<file path="src/rtl/dbsad_pkg.sv">
// Shared types, widths and pattern codes for the decimated block SAD.
// Used by every module of the block; depends on nothing.
package dbsad_pkg;

   localparam int PIXEL_W    = 8;
   localparam int WORD_W     = 64;
   localparam int WORD_PIX   = WORD_W / PIXEL_W;
   localparam int MAX_LANES  = 16;
   localparam int BEST_W     = 17;
   localparam int SUM_W      = 17;
   localparam int SAD_W      = 16;
   localparam int ROW_SUM_W  = 12;
   localparam int MODE_W     = 3;
   localparam int BIAS_W     = 16;
   localparam int CSR_IDX_W  = 1;
   localparam int CSR_DATA_W = 16;
   localparam int COL_W      = 4;

   localparam logic [MODE_W-1:0] MODE_ALL      = 3'd0;
   localparam logic [MODE_W-1:0] MODE_CHECKER  = 3'd1;
   localparam logic [MODE_W-1:0] MODE_EVEN_ALT = 3'd2;
   localparam logic [MODE_W-1:0] MODE_QUARTER  = 3'd3;
   localparam logic [MODE_W-1:0] MODE_EIGHTH   = 3'd4;

   localparam logic [CSR_IDX_W-1:0] CSR_PATTERN_MODE = 1'd0;
   localparam logic [CSR_IDX_W-1:0] CSR_EXIT_BIAS    = 1'd1;

   typedef logic [MAX_LANES-1:0][PIXEL_W-1:0] lane_bus_type;

   // Per-row control that travels alongside the lane data.
   typedef struct packed {
      logic              first;
      logic              last;
      logic              full;
      logic [BEST_W-1:0] best;
   } row_ctl_type;

   // Is column col used on a row whose low index bits are row_lo?
   // Unknown codes behave as full sampling.
   function automatic logic pattern_pick(input logic [MODE_W-1:0] mode,
                                         input logic [1:0]        row_lo,
                                         input logic [COL_W-1:0]  col);
      logic even;
      logic pick;
      even = ~row_lo[0];
      unique case (mode)
         MODE_ALL:      pick = 1'b1;
         MODE_CHECKER:  pick = (col[0] == row_lo[0]);
         MODE_EVEN_ALT: pick = even && (col[0] == row_lo[1]);
         MODE_QUARTER:  pick = even && (col[1:0] == 2'd0);
         MODE_EIGHTH:   pick = even && (col[1:0] == 2'd0) && (col[2] == row_lo[1]);
         default:       pick = 1'b1;
      endcase
      return pick;
   endfunction

   function automatic logic mode_is_full(input logic [MODE_W-1:0] mode);
      return (mode == MODE_ALL) || (mode > MODE_EIGHTH);
   endfunction

endpackage

</file>
<file path="src/rtl/dbsad_lane.sv">
// One pixel lane: masked absolute difference of a target and a candidate pixel.
// Depends on dbsad_pkg.
module dbsad_lane (
   input  logic                            clock,
   input  logic                            enable,
   input  logic                            sel,
   input  logic [dbsad_pkg::PIXEL_W-1:0]   target_pixel,
   input  logic [dbsad_pkg::PIXEL_W-1:0]   cand_pixel,
   output logic [dbsad_pkg::PIXEL_W-1:0]   diff
);
   import dbsad_pkg::*;

   logic [PIXEL_W-1:0] diff_ff;
   logic [PIXEL_W-1:0] diff_in;

   always_comb begin
      if (!sel) begin
         diff_in = '0;
      end else if (cand_pixel > target_pixel) begin
         diff_in = cand_pixel - target_pixel;
      end else begin
         diff_in = target_pixel - cand_pixel;
      end
   end

   // hold while the next stage is full and stalled
   always_ff @(posedge clock) begin
      if (enable) begin
         diff_ff <= diff_in;
      end
   end

   assign diff = diff_ff;

endmodule

</file>
<file path="src/rtl/dbsad_merge.sv">
// Merge stage: registered four-level adder tree over the lane differences.
// Depends on dbsad_pkg.
module dbsad_merge (
   input  logic                              clock,
   input  logic                              enable,
   input  dbsad_pkg::lane_bus_type           diffs,
   output logic [dbsad_pkg::ROW_SUM_W-1:0]   row_sum
);
   import dbsad_pkg::*;

   logic [8:0]           lvl1 [8];
   logic [9:0]           lvl2 [4];
   logic [10:0]          lvl3 [2];
   logic [ROW_SUM_W-1:0] sum_in;
   logic [ROW_SUM_W-1:0] sum_ff;

   always_comb begin
      for (int i = 0; i < 8; i++) begin
         lvl1[i] = {1'b0, diffs[2*i]} + {1'b0, diffs[2*i+1]};
      end
      for (int i = 0; i < 4; i++) begin
         lvl2[i] = {1'b0, lvl1[2*i]} + {1'b0, lvl1[2*i+1]};
      end
      for (int i = 0; i < 2; i++) begin
         lvl3[i] = {1'b0, lvl2[2*i]} + {1'b0, lvl2[2*i+1]};
      end
      sum_in = {1'b0, lvl3[0]} + {1'b0, lvl3[1]};
   end

   always_ff @(posedge clock) begin
      if (enable) begin
         sum_ff <= sum_in;
      end
   end

   assign row_sum = sum_ff;

endmodule

</file>
<file path="src/rtl/decimated_block_sad_early_exit.sv">
// Top level of the decimated block SAD with early exit.
// Depends on dbsad_pkg, dbsad_lane and dbsad_merge.
//
// Each req_ transfer carries one row of a target and a candidate block
// (BLOCK_SIZE 8-bit pixels each) plus the best SAD so far, sampled on row 0
// of each block only. Rows are counted internally; row BLOCK_SIZE-1 closes it.
// A block yields at most one rsp_ transfer: rejected=1 and sad=0 as soon as
// sum + exit_bias reaches the best so far (after any row in full mode, only
// after the last row otherwise), else rejected=0 with the sampled SAD on the
// last row. Rows after a rejection give nothing.
// Throughput: one row per cycle while rsp_stall stays low. Three stages:
// lanes (absolute differences), merge (adder tree) and accumulate, whose
// running-sum add and compare are combinational and set that rate. A row's
// result passes the lane, merge and output registers in turn.
// Stall: a stage advances when it is empty or its successor advances, so
// bubbles are squeezed out; while a result waits in the output register, up
// to two more rows enter before req_stall rises.
// Reset: synchronous, active high; clears row count, block state, valids
// and both registers (pattern_mode and exit_bias) to zero. Mode writes hit
// the next row, bias writes reach rows not yet summed; write only while idle.
module decimated_block_sad_early_exit #(
   parameter int BLOCK_SIZE = 16
) (
   input  logic                              clock,
   input  logic                              reset,
   input  logic                              req_valid,
   output logic                              req_stall,
   input  logic [dbsad_pkg::WORD_W-1:0]      req_target_pixels_low,
   input  logic [dbsad_pkg::WORD_W-1:0]      req_target_pixels_high,
   input  logic [dbsad_pkg::WORD_W-1:0]      req_cand_pixels_low,
   input  logic [dbsad_pkg::WORD_W-1:0]      req_cand_pixels_high,
   input  logic [dbsad_pkg::BEST_W-1:0]      req_best_so_far,
   output logic                              rsp_valid,
   input  logic                              rsp_stall,
   output logic                              rsp_rejected,
   output logic [dbsad_pkg::SAD_W-1:0]       rsp_sad,
   input  logic                              csr_write_enable,
   input  logic [dbsad_pkg::CSR_IDX_W-1:0]   csr_index,
   input  logic [dbsad_pkg::CSR_DATA_W-1:0]  csr_write_data
);
   import dbsad_pkg::*;

   localparam int ROW_W = $clog2(BLOCK_SIZE);
   localparam logic [ROW_W-1:0] LAST_ROW = ROW_W'(BLOCK_SIZE - 1);

   // configuration
   logic [MODE_W-1:0] pattern_mode_ff, pattern_mode_in;
   logic [BIAS_W-1:0] exit_bias_ff, exit_bias_in;

   // input side
   logic [ROW_W-1:0]      row_ff, row_in;
   logic [BLOCK_SIZE-1:0] lane_sel;
   row_ctl_type           req_ctl;
   logic                  req_fire;

   // lane and merge stages
   logic          a_valid_ff, a_valid_in;
   row_ctl_type   a_ctl_ff;
   lane_bus_type  a_diffs;
   logic          b_valid_ff, b_valid_in;
   row_ctl_type   b_ctl_ff;
   logic [ROW_SUM_W-1:0] b_row_sum;
   logic          en_a, en_b, en_out;

   // accumulate stage
   logic [SUM_W-1:0]  run_sum_ff, run_sum_in;
   logic [BEST_W-1:0] best_ff, best_in;
   logic              done_ff, done_in;
   logic [SUM_W-1:0]  base_sum, new_sum;
   logic [BEST_W-1:0] cur_best;
   logic              cur_done, check, hit, emit, emit_reject;

   logic              rsp_valid_ff, rsp_valid_in;
   logic              rsp_rejected_ff, rsp_rejected_in;
   logic [SAD_W-1:0]  rsp_sad_ff, rsp_sad_in;

   // ---------------- stage enables ----------------
   // advance the output register when empty or taken; earlier stages move
   // when empty or when their successor moves
   assign en_out    = !rsp_valid_ff || !rsp_stall;
   assign en_b      = !b_valid_ff || en_out;
   assign en_a      = !a_valid_ff || en_b;
   assign req_stall = !en_a;
   assign req_fire  = req_valid && en_a;

   // ---------------- configuration ----------------
   always_comb begin
      pattern_mode_in = pattern_mode_ff;
      exit_bias_in    = exit_bias_ff;
      if (csr_write_enable) begin
         unique case (csr_index)
            CSR_PATTERN_MODE: pattern_mode_in = csr_write_data[MODE_W-1:0];
            CSR_EXIT_BIAS:    exit_bias_in    = csr_write_data[BIAS_W-1:0];
         endcase
      end
   end

   // ---------------- row count and lane mask ----------------
   always_comb begin
      row_in = row_ff;
      if (req_fire) begin
         row_in = (row_ff == LAST_ROW) ? '0 : row_ff + ROW_W'(1);
      end
      for (int c = 0; c < BLOCK_SIZE; c++) begin
         lane_sel[c] = pattern_pick(pattern_mode_ff, row_ff[1:0], COL_W'(c));
      end
      req_ctl.first = (row_ff == '0);
      req_ctl.last  = (row_ff == LAST_ROW);
      req_ctl.full  = mode_is_full(pattern_mode_ff);
      req_ctl.best  = req_best_so_far;
   end

   // ---------------- lane stage ----------------
   for (genvar c = 0; c < MAX_LANES; c++) begin : g_lane
      if (c < BLOCK_SIZE) begin : g_used
         logic [PIXEL_W-1:0] tpix, cpix;
         if (c < WORD_PIX) begin : g_low
            assign tpix = req_target_pixels_low[c*PIXEL_W +: PIXEL_W];
            assign cpix = req_cand_pixels_low[c*PIXEL_W +: PIXEL_W];
         end else begin : g_high
            assign tpix = req_target_pixels_high[(c-WORD_PIX)*PIXEL_W +: PIXEL_W];
            assign cpix = req_cand_pixels_high[(c-WORD_PIX)*PIXEL_W +: PIXEL_W];
         end
         dbsad_lane u_lane (
            .clock        (clock),
            .enable       (en_a),
            .sel          (lane_sel[c]),
            .target_pixel (tpix),
            .cand_pixel   (cpix),
            .diff         (a_diffs[c])
         );
      end else begin : g_pad
         assign a_diffs[c] = '0;
      end
   end

   assign a_valid_in = en_a ? req_valid : a_valid_ff;

   // ---------------- merge stage ----------------
   dbsad_merge u_merge (
      .clock   (clock),
      .enable  (en_b),
      .diffs   (a_diffs),
      .row_sum (b_row_sum)
   );

   assign b_valid_in = en_b ? a_valid_ff : b_valid_ff;

   // ---------------- accumulate stage ----------------
   always_comb begin
      // row 0 restarts the block: clear sum and flag, latch the best
      base_sum = b_ctl_ff.first ? '0 : run_sum_ff;
      cur_done = b_ctl_ff.first ? 1'b0 : done_ff;
      cur_best = b_ctl_ff.first ? b_ctl_ff.best : best_ff;
      new_sum  = base_sum + SUM_W'(b_row_sum);
      check    = b_ctl_ff.full || b_ctl_ff.last;
      hit      = ((SUM_W+1)'(new_sum) + (SUM_W+1)'(exit_bias_ff))
                 >= (SUM_W+1)'(cur_best);
      emit_reject = !cur_done && check && hit;
      emit        = emit_reject || (!cur_done && b_ctl_ff.last);

      run_sum_in      = run_sum_ff;
      best_in         = best_ff;
      done_in         = done_ff;
      rsp_valid_in    = rsp_valid_ff;
      rsp_rejected_in = rsp_rejected_ff;
      rsp_sad_in      = rsp_sad_ff;
      if (en_out) begin
         rsp_valid_in = b_valid_ff && emit;
         if (b_valid_ff) begin
            run_sum_in      = cur_done ? base_sum : new_sum;
            best_in         = cur_best;
            done_in         = cur_done || emit_reject;
            rsp_rejected_in = emit_reject;
            rsp_sad_in      = emit_reject ? '0 : new_sum[SAD_W-1:0];
         end
      end
   end

   // ---------------- registers ----------------
   always_ff @(posedge clock) begin
      if (reset) begin
         pattern_mode_ff <= '0;
         exit_bias_ff    <= '0;
         row_ff          <= '0;
         a_valid_ff      <= 1'b0;
         b_valid_ff      <= 1'b0;
         rsp_valid_ff    <= 1'b0;
         run_sum_ff      <= '0;
         best_ff         <= '0;
         done_ff         <= 1'b0;
      end else begin
         pattern_mode_ff <= pattern_mode_in;
         exit_bias_ff    <= exit_bias_in;
         row_ff          <= row_in;
         a_valid_ff      <= a_valid_in;
         b_valid_ff      <= b_valid_in;
         rsp_valid_ff    <= rsp_valid_in;
         run_sum_ff      <= run_sum_in;
         best_ff         <= best_in;
         done_ff         <= done_in;
      end
   end

   // payload: hold unless the stage advances
   always_ff @(posedge clock) begin
      if (en_a) begin
         a_ctl_ff <= req_ctl;
      end
      if (en_b) begin
         b_ctl_ff <= a_ctl_ff;
      end
      rsp_rejected_ff <= rsp_rejected_in;
      rsp_sad_ff      <= rsp_sad_in;
   end

   assign rsp_valid    = rsp_valid_ff;
   assign rsp_rejected = rsp_rejected_ff;
   assign rsp_sad      = rsp_sad_ff;

`ifndef SYNTHESIS
   // a rejection result always reports a zero SAD
   a_reject_zero: assert property (@(posedge clock) disable iff (reset)
      rsp_valid_ff && rsp_rejected_ff |-> rsp_sad_ff == '0)
      else $error("rejected result with nonzero sad");

   // a rejection marks the block done for the rows that follow
   a_reject_done: assert property (@(posedge clock) disable iff (reset)
      en_out && b_valid_ff && emit_reject |=> done_ff)
      else $error("block not marked done after rejection");

   // a held result keeps its contents until taken
   a_out_hold: assert property (@(posedge clock) disable iff (reset)
      rsp_valid_ff && rsp_stall |=> rsp_valid_ff && $stable(rsp_sad_ff)
                                   && $stable(rsp_rejected_ff))
      else $error("stalled result changed");

   // reset empties the whole pipeline
   a_reset_empty: assert property (@(posedge clock)
      reset |=> !rsp_valid_ff && !a_valid_ff && !b_valid_ff)
      else $error("pipeline not empty after reset");
`endif

endmodule

</file>
<file path="config.mk">
export PLATFORM = sky130hd
export DESIGN_NAME = decimated_block_sad_early_exit
export DESIGN_NICKNAME = d
export VERILOG_FILES = /design/src/rtl/dbsad_pkg.sv /design/src/rtl/dbsad_lane.sv /design/src/rtl/dbsad_merge.sv /design/src/rtl/decimated_block_sad_early_exit.sv
export SDC_FILE = /design/constraint.sdc
export NUM_CORES = 1
export LEC_CHECK = 0
export BUFFER_PORTS_ARGS = -buffer_cell sky130_fd_sc_hd__buf_2
export CORE_ASPECT_RATIO = 1.25
export CORE_MARGIN = 2
export CORE_UTILIZATION = 30
export CTS_CLUSTER_DIAMETER = 40
export DETAILED_ROUTE_END_ITERATION = 7
export PLACE_DENSITY = 0.52
export SETUP_SLACK_MARGIN = 0.15
export SYNTH_ARGS = -nofsm -noshare
export SYNTH_HDL_FRONTEND = slang
export SYNTH_SLANG_ARGS = --single-unit
</file>
<file path="constraint.sdc">
create_clock -name clock -period 10.07 [get_ports clock]
set_input_delay 2.014 -clock clock [delete_from_list [all_inputs] [get_ports clock]]
set_output_delay 2.014 -clock clock [all_outputs]
set_load 0.01 [all_outputs]
</file>
==> results of run 1 <==
registers in the layout, indices dropped and copies added, names as in the netlist:
signal / count
rsp_sad: 16
done_ff: 1
a_valid_ff: 1
a_ctl_ff: 20
best_ff: 17
row_ff: 4
pattern_mode_ff: 3
g_lane.g_used.u_lane.diff: 128
exit_bias_ff: 16
rsp_valid: 1
rsp_rejected: 1
b_valid_ff: 1
run_sum_ff: 17
u_merge.row_sum: 12
b_ctl_ff: 20
layout by cell type (no fill, tap or decap), types with 31 or more instances in the layout:
cell,instances
nand2_1,167
mux2_2,34
clkbuf_16,47
xnor2_1,56
nor2b_1,77
a21oi_1,148
buf_2,313
inv_1,462
a211oi_1,43
dfxtp_1,61
nor2_1,207
nor3_1,31
a21o_1,34
fa_1,142
o21ai_0,126
mux2i_1,95
ha_1,314
edfxtp_1,197
nand2b_1,38
nand4_1,45
area by class of cell:
| class | count | area share, % |
|---|---|---|
| flip-flops and latches | 258 | 24.33 |
| multi-input cells | 1900 | 53.82 |
| repair buffers | 329 | 5.749 |
| inverters | 463 | 5.924 |
| well taps | 1080 | 4.606 |
| diodes | 9 | 0.07677 |
| clock inverters | 34 | 1.467 |
| clock buffers | 49 | 4.034 |
cell usage after synthesis, types with 32 or more instances:
cell,number
inv_1,462
ha_1,314
nor2_1,207
edfxtp_1,197
nand2_1,167
a21oi_1,149
fa_1,142
o21ai_0,127
mux2i_1,95
nor2b_1,77
dfxtp_1,61
xnor2_1,56
nand4_1,45
a211oi_1,43
clkbuf_1,42
nand2b_1,38
a21o_1,34
mux2_2,34
nor3_1,32
final timing paths:
kind | startpoint | endpoint | slack, ns | depth (start not counted)
worst max-delay path | b_ctl_ff[19]$_DFFE_PP_ | done_ff$_SDFFE_PP0P_ | 4.10 | 22
worst max register to register | b_ctl_ff[19]$_DFFE_PP_ | done_ff$_SDFFE_PP0P_ | 4.10 | 22
worst min-delay path | a_ctl_ff[14]$_DFFE_PN_ | b_ctl_ff[14]$_DFFE_PP_ | 0.42 | 0
worst min register to register | a_ctl_ff[14]$_DFFE_PN_ | b_ctl_ff[14]$_DFFE_PP_ | 0.42 | 0
stage by stage:
step / cells / instance area (sq um)
floorplan: 2683 / 24900
global placement: 4030 / 27700
CTS: 4113 / 29320
finish: 4122 / 29340
detailed placement: 4030 / 27700
global route: 4119 / 29330
critical path, delay by kind of cell, from the launching register on:
kind            cells  cell delay, ns
buf+inv             2            0.56
simple gates        2            0.21
xor+xnor            2            0.54
flops               1            0.35
compound gates     12            2.93
fa+ha+maj           4            1.24
logic make-up after synthesis:
kind of cell,after synthesis,synth area share (%)
multiplexers,130,5.416
buffers and inverters,525,8.024
AO/OA/AOI/OAI,563,14.75
adder cells (fa/ha/maj),456,27.19
AND/OR/NAND/NOR,666,12.97
flip-flops,258,28.66
XOR/XNOR,85,2.989
metal layers:
layer,global-route usage (%),vias up,share of wire (%)
met1,18.12,9185,39
met5,0,-,0.10
met2,32.17,358,54
li1,-,9798,-
met3,2.490,114,3.8
met4,5.509,10,3.1
==> summary.log, run 1 <==
INFO  detailed_routing initialDrtViolationCount=856
INFO  synth          average_footprint_of_a_synthesized_cell=9.282squm
INFO  final_layout   ff_latch_area=0.007137sqmm
INFO  sta            slew_headroom=27.13%
INFO  sta            final.setup.worst_slack=4.095ns
INFO  final_layout   nets=3748
INFO  global_routing grt_first_pass_wirelength=109700um
INFO  final_layout   filler_cells=8498
INFO  global_routing grt_usage=16.63%
INFO  synth          synth.top_cell.area_share=23.76%
INFO  detailed_routing drt-pass1-iter-count=5
INFO  die            num_io_pins=314
INFO  die            coreArea=0.08253sqmm
INFO  sta            fin_setup_tns=0ns
INFO  sta            fin_worst_hold_slack=0.4157ns
INFO  worst_setup_path critical_path.endpoint_type=flop
INFO  job            cap_violations=0
INFO  worst_setup_path crit_type=reg -> reg
INFO  sta            setup-violations-final=0
INFO  detailed_routing residual_antenna_violating_net_count_after_detailed_routing=0
INFO  sta            period_share=59.33%
INFO  placed_design  gpl.final_weighted_congestion=0.8740
INFO  clock_tree     cts_hold_buf=0
INFO  clock_tree     clock_latency=0.58ns
INFO  clock_tree     clock_tree_from_tritoncts=built
INFO  synth          synthesis.nets=3434
INFO  sta            rsz_0062_raised_after_global_routing=false
INFO  synth          synth_area_leaders=edfxtp_1 24%, ha_1 16%, fa_1 11%
INFO  die            std_cell_rows=118
INFO  sta            hold_viol=0
INFO  placed_design  place_hpwl=59700um
INFO  worst_setup_path worstSetupStartpointType=flop
INFO  worst_setup_path slowest_delay=0.55ns
INFO  synth          area_of_the_mapped_netlist=0.02490sqmm
INFO  global_routing first_global_vias=19960
INFO  status         run_status=finished clean
INFO  sta            maxSlewViolCount=0
INFO  final_layout   final_core_utilization=35.55%
INFO  final_layout   multi_input_area=0.01579sqmm
INFO  detailed_routing postRouteWirelength=71740um
INFO  worst_setup_path timing.critical_path.fanout_max=30
INFO  placed_design  buffers_added_on_ports=313
INFO  sta            period_needed=5.975ns
INFO  synth          synth_seq_cells=258
INFO  clock_tree     root_buffer=clkbuf_16
INFO  synth          synth-warning-count=0
INFO  detailed_routing post-route-drc-count=0
INFO  clock_tree     clock_sinks=258
INFO  placed_design  dpl_worst_slack=4.101ns
INFO  synth          synth-main-ff-cell=edfxtp_1
INFO  worst_setup_path critical-path-slowest-cell=a32oi_2
INFO  worst_setup_path cp_data_arrival_time=6.43ns
INFO  clock_tree     worst_path_clk_slew=0.05ns
INFO  clock_tree     clock_tree.buffer_depth=3
INFO  worst_setup_path cp_cell_sequence=buf_4 > nor2b_1 > ha_1 > fa_1 > a211o_1 > a2111oi_2 > nor2_1 > o21ai_0 > a22oi_1 > xor2_1 > ha_1 > a21oi_1 > o211ai_1 > a31oi_1 > o21ai_0 > xnor2_1 > ha_1 > o21ai_0 > a21oi_1 > a32oi_2 > inv_2 > a31o_2
INFO  synth          unique_cell_type_count_in_the_yosys_netlist=83
INFO  synth          post-synth-top-area-cell=edfxtp_1
INFO  sta            worst-slew-pin-transition=1.093ns
INFO  clock_tree     cts_repair_resize_count=0
INFO  min_path       worstHoldPathType=reg -> reg
INFO  global_routing pin_count_of_the_biggest_net_entering_global_routing=78
INFO  clock_tree     h_tree_lvls=2
INFO  worst_setup_path worst-endpoint-required=10.53ns
INFO  die            chipWidth=261.7um
INFO  synth          register_area_share_after_synthesis=28.66%
INFO  detailed_routing vias_post_dr=19470
INFO  synth          count_of_flip_flops_with_a_built_in_enable_after_synthesis=197
INFO  clock_tree     cts-buffers-inserted=45
INFO  synth          async_set_or_reset_register_ratio_after_synthesis=0%
INFO  final_layout   area_growth_syn_to_layout=17.81%
INFO  global_routing antenna_found_initial=21
INFO  clock_tree     cts_post_setup_buffers_inserted=0
INFO  die            die_h=326.1um
INFO  synth          syn_inst=2683
INFO  detailed_routing wire_per_inst=17.40um
INFO  global_routing grt_overflow=0
INFO  sta            fin_skew=0.02444ns
INFO  sta            max_freq=167.4MHz
INFO  die            die_area=0.08534sqmm
INFO  detailed_routing via_per_inst=4.722
INFO  die            floorplan.initialDensity=30.17%
INFO  final_layout   layout-drive-gt1-share=15.76%
Power of run 1 is left out: the tool's default activity adds up to more than one toggle a clock period on the data nets, which glitch-free logic cannot reach.
==> run 2: changes to the inputs <==
Clock period 10.07 ns to 5.6 ns, I/O delays scaled along.
==> run 2 against run 1 <==
Effect of this change:
- via count grew 0.38%
- critical path type unchanged
- fmax grew 12%
- clock-buffer cell count grew 4
- critical path depth shrank 3
- wire length grew 1.1%
==> summary.log, run 2 (synthesis results as in run 1) <==
INFO  status         run_status=finished clean
INFO  worst_setup_path critical_path.endpoint_type=flop
INFO  final_layout   multi_input_area=0.01584sqmm
INFO  die            die_h=326.1um
INFO  clock_tree     clock_tree_from_tritoncts=built
INFO  sta            worst-slew-pin-transition=1.015ns
INFO  die            coreArea=0.08253sqmm
INFO  final_layout   largest_reg_flops=128
INFO  placed_design  place_hpwl=60700um
INFO  sta            setup-violations-final=0
INFO  worst_setup_path timing.critical_path.fanout_max=2
INFO  clock_tree     cts-buffers-inserted=49
INFO  global_routing first_global_vias=20160
INFO  sta            hold_viol=0
INFO  die            chipWidth=261.7um
INFO  die            floorplan.initialDensity=30.17%
INFO  placed_design  gpl.final_weighted_congestion=0.8583
INFO  detailed_routing residual_antenna_violating_net_count_after_detailed_routing=0
INFO  worst_setup_path cp_data_arrival_time=5.65ns
INFO  min_path       worst_hold_startpoint=a_ctl_ff[19]$_DFFE_PN_
INFO  clock_tree     cts_hold_buf=0
INFO  detailed_routing initialDrtViolationCount=904
INFO  worst_setup_path regToRegStartpoint=g_lane[12].g_used.u_lane.diff[3]$_SDFFCE_PN0N_
INFO  detailed_routing drt-pass1-iter-count=4
INFO  job            cap_violations=0
INFO  min_path       worstHoldPathType=reg -> reg
INFO  detailed_routing top_layer_used_by_detailed_routing=met5
INFO  sta            period_needed=5.328ns
INFO  final_layout   ff_latch_area=0.007137sqmm
INFO  sta            slew_headroom=32.31%
INFO  global_routing grt_first_pass_wirelength=111900um
INFO  global_routing grt_overflow=0
INFO  detailed_routing postRouteWirelength=72500um
INFO  detailed_routing wl_met2=40410um
INFO  sta            max_freq=187.7MHz
INFO  detailed_routing m1_wire_length=28020um
INFO  detailed_routing wire_per_inst=17.53um
INFO  die            num_io_pins=314
INFO  placed_design  dpl_worst_slack=0.1046ns
INFO  worst_setup_path crit_type=reg -> reg
INFO  clock_tree     clock_latency=0.58ns
INFO  clock_tree     clock_sinks=258
INFO  final_layout   filler_cells=8538
INFO  final_layout   layout-drive-gt1-share=16.68%
INFO  clock_tree     root_buffer=clkbuf_16
INFO  detailed_routing met3RoutedLength=2651um
INFO  sta            maxSlewViolCount=0
INFO  final_layout   final_common_cell=inv_1
INFO  detailed_routing via_per_inst=4.724
INFO  global_routing grt_usage=16.98%
INFO  min_path       whs_path_depth=0
INFO  sta            rsz_0062_raised_after_global_routing=true
INFO  detailed_routing vias_post_dr=19540
INFO  worst_setup_path worstSetupStartpointType=flop
INFO  sta            fin_skew=0.02299ns
INFO  final_layout   nets=3763
INFO  detailed_routing post-route-drc-count=0
INFO  final_layout   area_growth_syn_to_layout=18.64%
INFO  sta            period_share=95.15%
INFO  clock_tree     worst_path_clk_slew=0.06ns
INFO  min_path       worstHoldEndpoint=b_ctl_ff[19]$_DFFE_PP_
INFO  worst_setup_path worst-endpoint-required=5.93ns
INFO  clock_tree     h_tree_lvls=2
INFO  sta            final.setup.worst_slack=0.2717ns
INFO  clock_tree     clock_tree.buffer_depth=3
INFO  worst_setup_path r2r.worst_path.cells=19
INFO  placed_design  place_area=0.02777sqmm
INFO  die            die_area=0.08534sqmm
INFO  global_routing pin_count_of_the_biggest_net_entering_global_routing=153
INFO  placed_design  buffers_added_on_ports=313
INFO  final_layout   design_area=0.02954sqmm
INFO  die            std_cell_rows=118
INFO  worst_setup_path ff2ff_setup_slack=0.27ns
INFO  final_layout   most_used_cells_in_the_layout_excluding_fill_and_tap_cells=462 x inv_1, 313 x ha_1, 313 x buf_2
INFO  global_routing antenna_found_initial=13
INFO  worst_setup_path worstReg2RegEnd=u_merge.row_sum[11]$_DFFE_PP_
-- run 2: stage by stage --
stage / TNS [ns] / util (%) / std cells / hold WS (ns)
after floorplan: -242.02 / - / 2683 / 0.4003
after global placement: 0 / 33.65 / 4038 / 0.4031
after detailed placement: 0 / 33.65 / 4038 / 0.4045
after CTS: 0 / 35.71 / 4129 / 0.4223
after global routing: 0 / 35.79 / 4132 / 0.4225
final: 0 / 35.80 / 4136 / 0.4174
-- run 2: layout make-up --
class,count,area share [%]
flip-flops and latches,258,24.16
clock inverters,37,1.410
repair buffers,340,6.031
multi-input cells,1900,53.60
inverters,463,5.882
well taps,1080,4.574
clock buffers,53,4.307
diodes,5,0.04235
-- run 2: how the worst max path moves through the flow --
stage / from / endpoint / slack, ns / cells past startpoint
CTS: g_lane[12].g_used.u_lane.diff[2]$_SDFFCE_PN0N_ / u_merge.row_sum[10]$_DFFE_PP_ / 0.15 / 21
detailed placement: g_lane[12].g_used.u_lane.diff[2]$_SDFFCE_PN0N_ / u_merge.row_sum[10]$_DFFE_PP_ / 0.10 / 21
global route: g_lane[12].g_used.u_lane.diff[2]$_SDFFCE_PN0N_ / u_merge.row_sum[10]$_DFFE_PP_ / 0.05 / 21
finish: g_lane[12].g_used.u_lane.diff[3]$_SDFFCE_PN0N_ / u_merge.row_sum[11]$_DFFE_PP_ / 0.27 / 19
global placement: g_lane[12].g_used.u_lane.diff[3]$_SDFFCE_PN0N_ / u_merge.row_sum[11]$_DFFE_PP_ / 0.15 / 19
floorplan: rsp_stall / req_stall / -1.99 / 2
-- run 2: what timing repair did --
action | 4_1_cts | 5_1_grt
setup endpoints to repair | 2 | 21
resized for setup | 1 | 13
pin swaps | 1 | 10
buffers inserted | 1 | 2
-- run 2: metal layers --
layer | vias up | global-route usage, %
li1 | 9828 | -
met1 | 9283 | 18.50
met2 | 328 | 34.08
met3 | 90 | 2.054
met4 | 10 | 3.730
met5 | - | 0
-- run 2: critical path: stages, from the launching register on --
cell	delay (ns)
edfxtp_1	0.32
inv_1	0.06
fa_1	0.54
inv_1	0.06
fa_1	0.48
fa_1	0.52
inv_1	0.06
fa_1	0.55
fa_1	0.44
fa_1	0.56
inv_1	0.06
ha_1	0.26
a21o_1	0.18
a21oi_2	0.16
o21ai_0	0.09
a21oi_1	0.23
o21ai_2	0.10
a21o_1	0.18
a21oi_1	0.17
xnor2_1	0.08
Power of run 2 is left out for the same reason.
